==> config.mk <==
export PLATFORM = sky130hd
export DESIGN_NAME = dc_injection_brake_sequencer
export DESIGN_NICKNAME = d
export VERILOG_FILES = /design/src/hdl/dcibs_pkg.sv /design/src/hdl/dc_injection_brake_sequencer.sv /design/src/hdl/dcibs_cfg.sv /design/src/hdl/dcibs_core.sv
export SDC_FILE = /design/constraint.sdc
export NUM_CORES = 1
export LEC_CHECK = 0
export CAP_MARGIN = 15
export CORE_UTILIZATION = 46
export DETAILED_ROUTE_END_ITERATION = 7
export DONT_BUFFER_PORTS = 1
export GPL_ROUTABILITY_DRIVEN = 0
export PLACE_DENSITY = 0.66
export SKIP_CTS_REPAIR_TIMING = 1
export SLEW_MARGIN = 10
export SYNTH_ARGS = -nofsm -noshare
export SYNTH_HDL_FRONTEND = slang
export SYNTH_SLANG_ARGS = --single-unit
==> constraint.sdc <==
create_clock -name clk -period 2.9 [get_ports clk]
set_input_delay 0.435 -clock clk [delete_from_list [all_inputs] [get_ports clk]]
set_output_delay 0.435 -clock clk [all_outputs]
set_load 0.01 [all_outputs]
==> src/hdl/dcibs_pkg.sv <==
`timescale 1ns / 1ps

package dcibs_pkg;

	localparam int unsigned FREQ_W    = 16;
	localparam int unsigned START_W   = 13;
	localparam int unsigned BLOCK_W   = 10;
	localparam int unsigned BRAKE_W   = 11;
	localparam int unsigned CNT_W     = 11;
	localparam int unsigned CFG_IDX_W = 2;
	localparam int unsigned CFG_DAT_W = 13;

	localparam logic [CNT_W-1:0] CNT_MAX = '1;

	typedef enum logic [1:0] {
		METH_RAMP  = 2'd0,
		METH_DCI   = 2'd1,
		METH_FREE  = 2'd2,
		METH_SPARE = 2'd3
	} method_t;

	typedef enum logic [CFG_IDX_W-1:0] {
		REG_METHOD = 2'd0,
		REG_START  = 2'd1,
		REG_BLOCK  = 2'd2,
		REG_BRAKE  = 2'd3
	} reg_idx_t;

	typedef enum logic [1:0] {
		PH_IDLE  = 2'd0,
		PH_BLOCK = 2'd1,
		PH_BRAKE = 2'd2,
		PH_OFF   = 2'd3
	} phase_t;

	typedef struct packed {
		method_t             method;
		logic [START_W-1:0]  start_freq;
		logic [BLOCK_W-1:0]  block_time;
		logic [BRAKE_W-1:0]  brake_time;
	} cfg_t;

	typedef struct packed {
		logic               decelerating;
		logic               stopped;
		logic               pwm_off_done;
		logic [FREQ_W-1:0]  target_freq;
		logic [FREQ_W-1:0]  present_freq;
		logic               tenth_tick;
	} item_t;

	typedef struct packed {
		phase_t  phase;
		logic    dci_active;
		logic    free_run;
	} result_t;

endpackage

==> src/hdl/dc_injection_brake_sequencer.sv <==
`timescale 1ns / 1ps

// dc injection brake sequencer: one result beat per input beat, one beat per clock
// sustained unless out_ready stalls. an input beat is captured in an input register,
// the phase update and free-run check run as a single combinational pass, and the
// result enters an output register as the beat advances; the phase and tick count
// update at that edge, so back-to-back beats see each other's state in order. the
// config port is always ready and should be written only while no beat is in flight.

module dc_injection_brake_sequencer (
	input  logic                            clk,
	input  logic                            arst_n,
	input  logic                            cfg_valid,
	output logic                            cfg_ready,
	input  logic [dcibs_pkg::CFG_IDX_W-1:0] cfg_index,
	input  logic [dcibs_pkg::CFG_DAT_W-1:0] cfg_data,
	input  logic                            in_valid,
	output logic                            in_ready,
	input  logic                            decelerating,
	input  logic                            stopped,
	input  logic                            pwm_off_done,
	input  logic [dcibs_pkg::FREQ_W-1:0]    target_freq,
	input  logic [dcibs_pkg::FREQ_W-1:0]    present_freq,
	input  logic                            tenth_tick,
	output logic                            out_valid,
	input  logic                            out_ready,
	output logic [1:0]                      brake_phase,
	output logic                            dci_active,
	output logic                            free_run
);
	import dcibs_pkg::*;

	cfg_t     cfg;
	item_t    item_s1;
	logic     valid_s1;
	result_t  res_comb;
	result_t  res_s2;
	logic     valid_s2;
	logic     advance;

	assign cfg_ready = 1'b1;

	dcibs_cfg u_cfg (
		.clk     (clk),
		.arst_n  (arst_n),
		.wr_en   (cfg_valid && cfg_ready),
		.wr_idx  (cfg_index),
		.wr_data (cfg_data),
		.cfg     (cfg)
	);

	assign advance  = valid_s1 && (!valid_s2 || out_ready);
	assign in_ready = !valid_s1 || advance;

	always_ff @(posedge clk or negedge arst_n) begin
		if (!arst_n) begin
			valid_s1 <= 1'b0;
		end else if (in_ready) begin
			valid_s1 <= in_valid;
		end
	end

	always_ff @(posedge clk) begin
		if (in_valid && in_ready) begin
			item_s1 <= '{decelerating: decelerating, stopped: stopped,
				pwm_off_done: pwm_off_done, target_freq: target_freq,
				present_freq: present_freq, tenth_tick: tenth_tick};
		end
	end

	dcibs_core u_core (
		.clk     (clk),
		.arst_n  (arst_n),
		.step_en (advance),
		.cfg     (cfg),
		.item    (item_s1),
		.res     (res_comb)
	);

	always_ff @(posedge clk or negedge arst_n) begin
		if (!arst_n) begin
			valid_s2 <= 1'b0;
		end else if (!valid_s2 || out_ready) begin
			valid_s2 <= valid_s1;
		end
	end

	always_ff @(posedge clk) begin
		if (advance) begin
			res_s2 <= res_comb;
		end
	end

	assign out_valid   = valid_s2;
	assign brake_phase = res_s2.phase;
	assign dci_active  = res_s2.dci_active;
	assign free_run    = res_s2.free_run;

	a_accept_fills_s1: assert property (@(posedge clk) disable iff (!arst_n)
		(in_valid && in_ready) |=> valid_s1)
		else $error("accepted beat lost from input register");

	a_advance_fills_s2: assert property (@(posedge clk) disable iff (!arst_n)
		advance |=> valid_s2)
		else $error("advanced beat lost from result register");

	a_no_stall_when_empty: assert property (@(posedge clk) disable iff (!arst_n)
		(!valid_s2) |-> in_ready)
		else $error("input stalled with result register empty");

endmodule

==> src/hdl/dcibs_cfg.sv <==
`timescale 1ns / 1ps

module dcibs_cfg (
	input  logic                            clk,
	input  logic                            arst_n,
	input  logic                            wr_en,
	input  logic [dcibs_pkg::CFG_IDX_W-1:0] wr_idx,
	input  logic [dcibs_pkg::CFG_DAT_W-1:0] wr_data,
	output dcibs_pkg::cfg_t                 cfg
);
	import dcibs_pkg::*;

	cfg_t cfg_q;

	always_ff @(posedge clk or negedge arst_n) begin
		if (!arst_n) begin
			cfg_q <= '{method: METH_RAMP, start_freq: '0, block_time: '0, brake_time: '0};
		end else if (wr_en) begin
			case (reg_idx_t'(wr_idx))
				REG_METHOD: cfg_q.method     <= method_t'(wr_data[1:0]);
				REG_START:  cfg_q.start_freq <= wr_data[START_W-1:0];
				REG_BLOCK:  cfg_q.block_time <= wr_data[BLOCK_W-1:0];
				REG_BRAKE:  cfg_q.brake_time <= wr_data[BRAKE_W-1:0];
				default: ;
			endcase
		end
	end

	assign cfg = cfg_q;

endmodule

==> src/hdl/dcibs_core.sv <==
`timescale 1ns / 1ps

module dcibs_core (
	input  logic               clk,
	input  logic               arst_n,
	input  logic               step_en,
	input  dcibs_pkg::cfg_t    cfg,
	input  dcibs_pkg::item_t   item,
	output dcibs_pkg::result_t res
);
	import dcibs_pkg::*;

	phase_t            phase_q, phase_d;
	logic [CNT_W-1:0]  elapsed_q, elapsed_d;
	logic [CNT_W-1:0]  elapsed_inc;
	logic              heading_to_zero;
	logic              dci;

	assign heading_to_zero = item.decelerating && (item.target_freq == '0)
		&& (item.present_freq != '0);
	assign dci = (cfg.method == METH_DCI);

	// saturating tick count
	assign elapsed_inc = (item.tenth_tick && elapsed_q != CNT_MAX) ?
		elapsed_q + CNT_W'(1) : elapsed_q;

	always_comb begin
		phase_d   = phase_q;
		elapsed_d = elapsed_q;
		if (dci) begin
			case (phase_q)
				PH_IDLE: begin
					if (heading_to_zero &&
						item.present_freq <= FREQ_W'(cfg.start_freq)) begin
						phase_d   = PH_BLOCK;
						elapsed_d = '0;
					end
				end
				PH_BLOCK: begin
					elapsed_d = elapsed_inc;
					if (elapsed_inc >= CNT_W'(cfg.block_time)) begin
						phase_d   = PH_BRAKE;
						elapsed_d = '0;
					end
				end
				PH_BRAKE: begin
					elapsed_d = elapsed_inc;
					if (elapsed_inc >= cfg.brake_time) begin
						phase_d = PH_OFF;
					end
				end
				PH_OFF: begin
					if (item.pwm_off_done && item.stopped) begin
						phase_d = PH_IDLE;
					end
				end
				default: ;
			endcase
		end
	end

	always_ff @(posedge clk or negedge arst_n) begin
		if (!arst_n) begin
			phase_q   <= PH_IDLE;
			elapsed_q <= '0;
		end else if (step_en) begin
			phase_q   <= phase_d;
			elapsed_q <= elapsed_d;
		end
	end

	assign res.phase      = phase_d;
	assign res.dci_active = dci;
	assign res.free_run   = (cfg.method == METH_FREE) && heading_to_zero;

	a_frozen_unless_dci: assert property (@(posedge clk) disable iff (!arst_n)
		!(step_en && dci) |=> (phase_q == $past(phase_q) && elapsed_q == $past(elapsed_q)))
		else $error("sequencer moved without a dc injection step");

	a_block_entry_clears: assert property (@(posedge clk) disable iff (!arst_n)
		(step_en && phase_q == PH_IDLE && phase_d == PH_BLOCK) |=> (elapsed_q == '0))
		else $error("count not cleared on entering block phase");

	a_brake_entry_clears: assert property (@(posedge clk) disable iff (!arst_n)
		(step_en && phase_q == PH_BLOCK && phase_d == PH_BRAKE) |=> (elapsed_q == '0))
		else $error("count not cleared on entering brake phase");

endmodule
==> summary.txt <==
Synth
  – Yosys warning count: 0
  – Post-Synthesis Net Count: ~470
  – Cell with the most instances after synthesis: dfrtp_1
  – Unique cell type count in the Yosys netlist: 56
  – Largest cells by area after synthesis: dfrtp_1 (28%), edfxtp_1 (26%), ha_1 (11%)
  – Top-area cell type share of the netlist area: 27.64%
  – Post-synth top cells: dfrtp_1 (51), inv_1 (43), edfxtp_1 (40), ha_1 (40), mux2_2 (36)
  – Avg Cell Area, Syn: 12.41 um^2
  – Synthesized area: around 4600 um^2
  – Post-Syn Instances: between 300 and 400
  – Main synth FF type: dfrtp_1
  – Number of synthesized flops with an enable pin: 40
  – Synth async-reset ratio: 56.04%
  – Sequential fraction of the synthesis area: 53.66%
  – Leading area contributor after synthesis: dfrtp_1
  – #FFs+latches synth: 91

Power and ir drop
  – Max IR drop VDD: 402.9 uV
  – Leakage power: 2.446 nW
  – Pwr Density: 517.1 nW/um^2
  – Final Power: 2.897 mW

Worst setup path
  – Crit path from: u_core.elapsed_q[0]
  – Setup Crit Path Kind: flip-flop to flip-flop
  – Crit. End Element: flip-flop
  – Worst EP arrival: 3.12 ns
  – WP data required: 3.01 ns
  – FF-to-FF Start: u_core.elapsed_q[0]
  – Critical path launch point type: flip-flop
  – Crit-path max FO: 4

STA
  – Final-report setup violation count: 9
  – Fin worst setup slack: -0.1120 ns
  – RSZ-0062 raised after global routing: yes
  – Least-Margin Pin Slew: ~0.73 ns
  – Period utilisation layout: 103.9%
  – Layout Skew: about 0.0091 ns
  – Max-slew violation count: 0
  – Maximum clock frequency: about 0.33 GHz
  – Final hold violations: 0
  – Fin crit period: 3.012 ns
  – Relative slew slack: 50.99%

Floorplan
  – # IOs: 63
  – Core Area: roughly 10000 um^2
  – Die area: 10440 um^2
  – Starting Density: 47.45%
  – Die W: 102.2 um
  – Rows: 36
  – Die Ht: 102.2 um

Placement
  – Placed insts: between 500 and 600
  – IO buf count: 0
  – Dpl hpwl: ~6700 um

Run status
  – Failing checks: setup timing
  – Outcome: finished, violations left

Hold path
  – HP Start: present_freq[5]
  – Worst hold path type: input pin to flip-flop

Routing
  – Initial drt markers: 122
  – Wire length per cell: 16.66 um
  – Vias per cell: 5.404
  – WL final: between 9000 and 10000 um
  – DRT antenna net count: 0
  – DR DRC count: 0
  – Vias: 3010
  – Drt first pass iters: 4

Clock network
  – TritonCTS Buffers: 9
  – CTS H-Tree Depth: 3
  – Clock Sinks: 91
  – Clock buffer depth: 2
  – TritonCTS clock tree: yes
  – Clk Latency, worst-skew pair: between 0.3 and 0.4 ns
  – Clock-pin slew on the worst setup and hold paths: 0.10 ns
  – Root buffer cell: clkbuf_8

Flow run
  – Number of max-cap violations: 0

Global route
  – Antenna violations before repair: 0
  – Via count of the first global-routing pass: roughly 2900
  – GRT overflow: 0
  – Pin count of the biggest net entering global routing: 52
  – First-pass GRT wire length: 14070 um
  – Gr usage total: approximately 18%

Cells and area
  – # diodes: 0
  – Final Instance Count excl. Fillers: about 560
  – Syn-to-layout area delta: 21.35%
  – Layout cells sized above 1: 33.25%
  – Final net count: 515
[kinds of logic (layout without fill, tap and decap cells)]
family,after synthesis,after routing,synth area share (%)
compound gates,62,62,10.89
xor+xnor,7,7,1.328
fa+ha+maj,40,40,10.84
buf+inv,48,100,4.146
flops,91,91,53.66
mux,36,36,8.781
other cells,1,1,0.08122
simple gates,87,87,10.27
[registers in the layout (all words and copies together) (netlist names)]
signal / flops
item_s1: 36
u_cfg.cfg: 36
u_core.elapsed_q: 11
brake_phase: 2
u_core.phase_q: 2
dci_active: 1
free_run: 1
out_valid: 1
valid_s1: 1
[worst max-delay path, cell delays in order, from the launching register on]
cell,delay (ns)
dfrtp_1,0.37
ha_2,0.22
nand3_4,0.10
o31a_4,0.38
nand2_2,0.10
xnor2_2,0.15
ha_1,0.31
a211oi_1,0.27
nand2_1,0.15
buf_4,0.16
a21oi_2,0.16
o31ai_4,0.11
o31ai_1,0.20
o21ai_1,0.10
[through the flow]
stage	util [%]	worst slack [ns]	hold slack [ns]	setup TNS (ns)	area, um^2
after floorplan	-	-0.05620	0.1394	-0.05620	4628
after global placement	51.29	-0.3528	0.1415	-1.248	4990
after detailed placement	51.29	-0.3856	0.1415	-2.908	4990
after CTS	53.40	-0.4076	-0.2594	-3.437	5195
after global routing	57.59	-0.2584	0.1324	-2.538	5603
final	57.59	-0.1120	0.1599	-0.5966	5603
[area by class of cell]
type                       instances  area, um^2
sequential                        91        2477
multi-input combinational        233        2245
inverter                          43       163.9
clock buffer                      10       127.6
clock inverter                     6       77.57
tap                              133       166.4
fill                             801        4126
timing repair buffer              41       345.3
[layer usage]
layer / routed length (um) / vias up / track usage [%]
met1: 4108 / 1473 / 23.07
met3: 309 / 9 / 4.720
met2: 4784 / 70 / 29.69
met5: 0 / - / 0
li1: - / 1458 / -
met4: 78 / 0 / 4.286
[cell usage in the layout (no fill, tap or decap), types with 6 or more instances in the layout]
master and instances:
nand3_1 8, a22o_1 6, mux2_2 36, dfrtp_1 51, buf_4 35, inv_1 42
a21oi_2 6, ha_1 36, edfxtp_1 40, clkbuf_8 9, a21o_1 6, nor4_1 7
nand2_1 21
[where the power goes]
part	switching, mW	total (mW)	internal (mW)
Clock	0.473	0.890	0.417
Sequential	0.0688	1.56	1.49
Combinational	0.229	0.449	0.220
[path summary, 6_finish.rpt]
check                                      end  cells past startpoint  slack, ns
setup reg to reg                brake_phase[0]                     13      -0.11
hold / removal                      item_s1[6]                      0       0.16
setup / recovery                brake_phase[0]                     13      -0.11
min in group asynchronous  u_core.elapsed_q[0]                      2       0.59
hold reg to reg                      out_valid                      1       0.50
max in group asynchronous        u_cfg.cfg[18]                      2       2.07
Power figures use the tool's default switching activity.
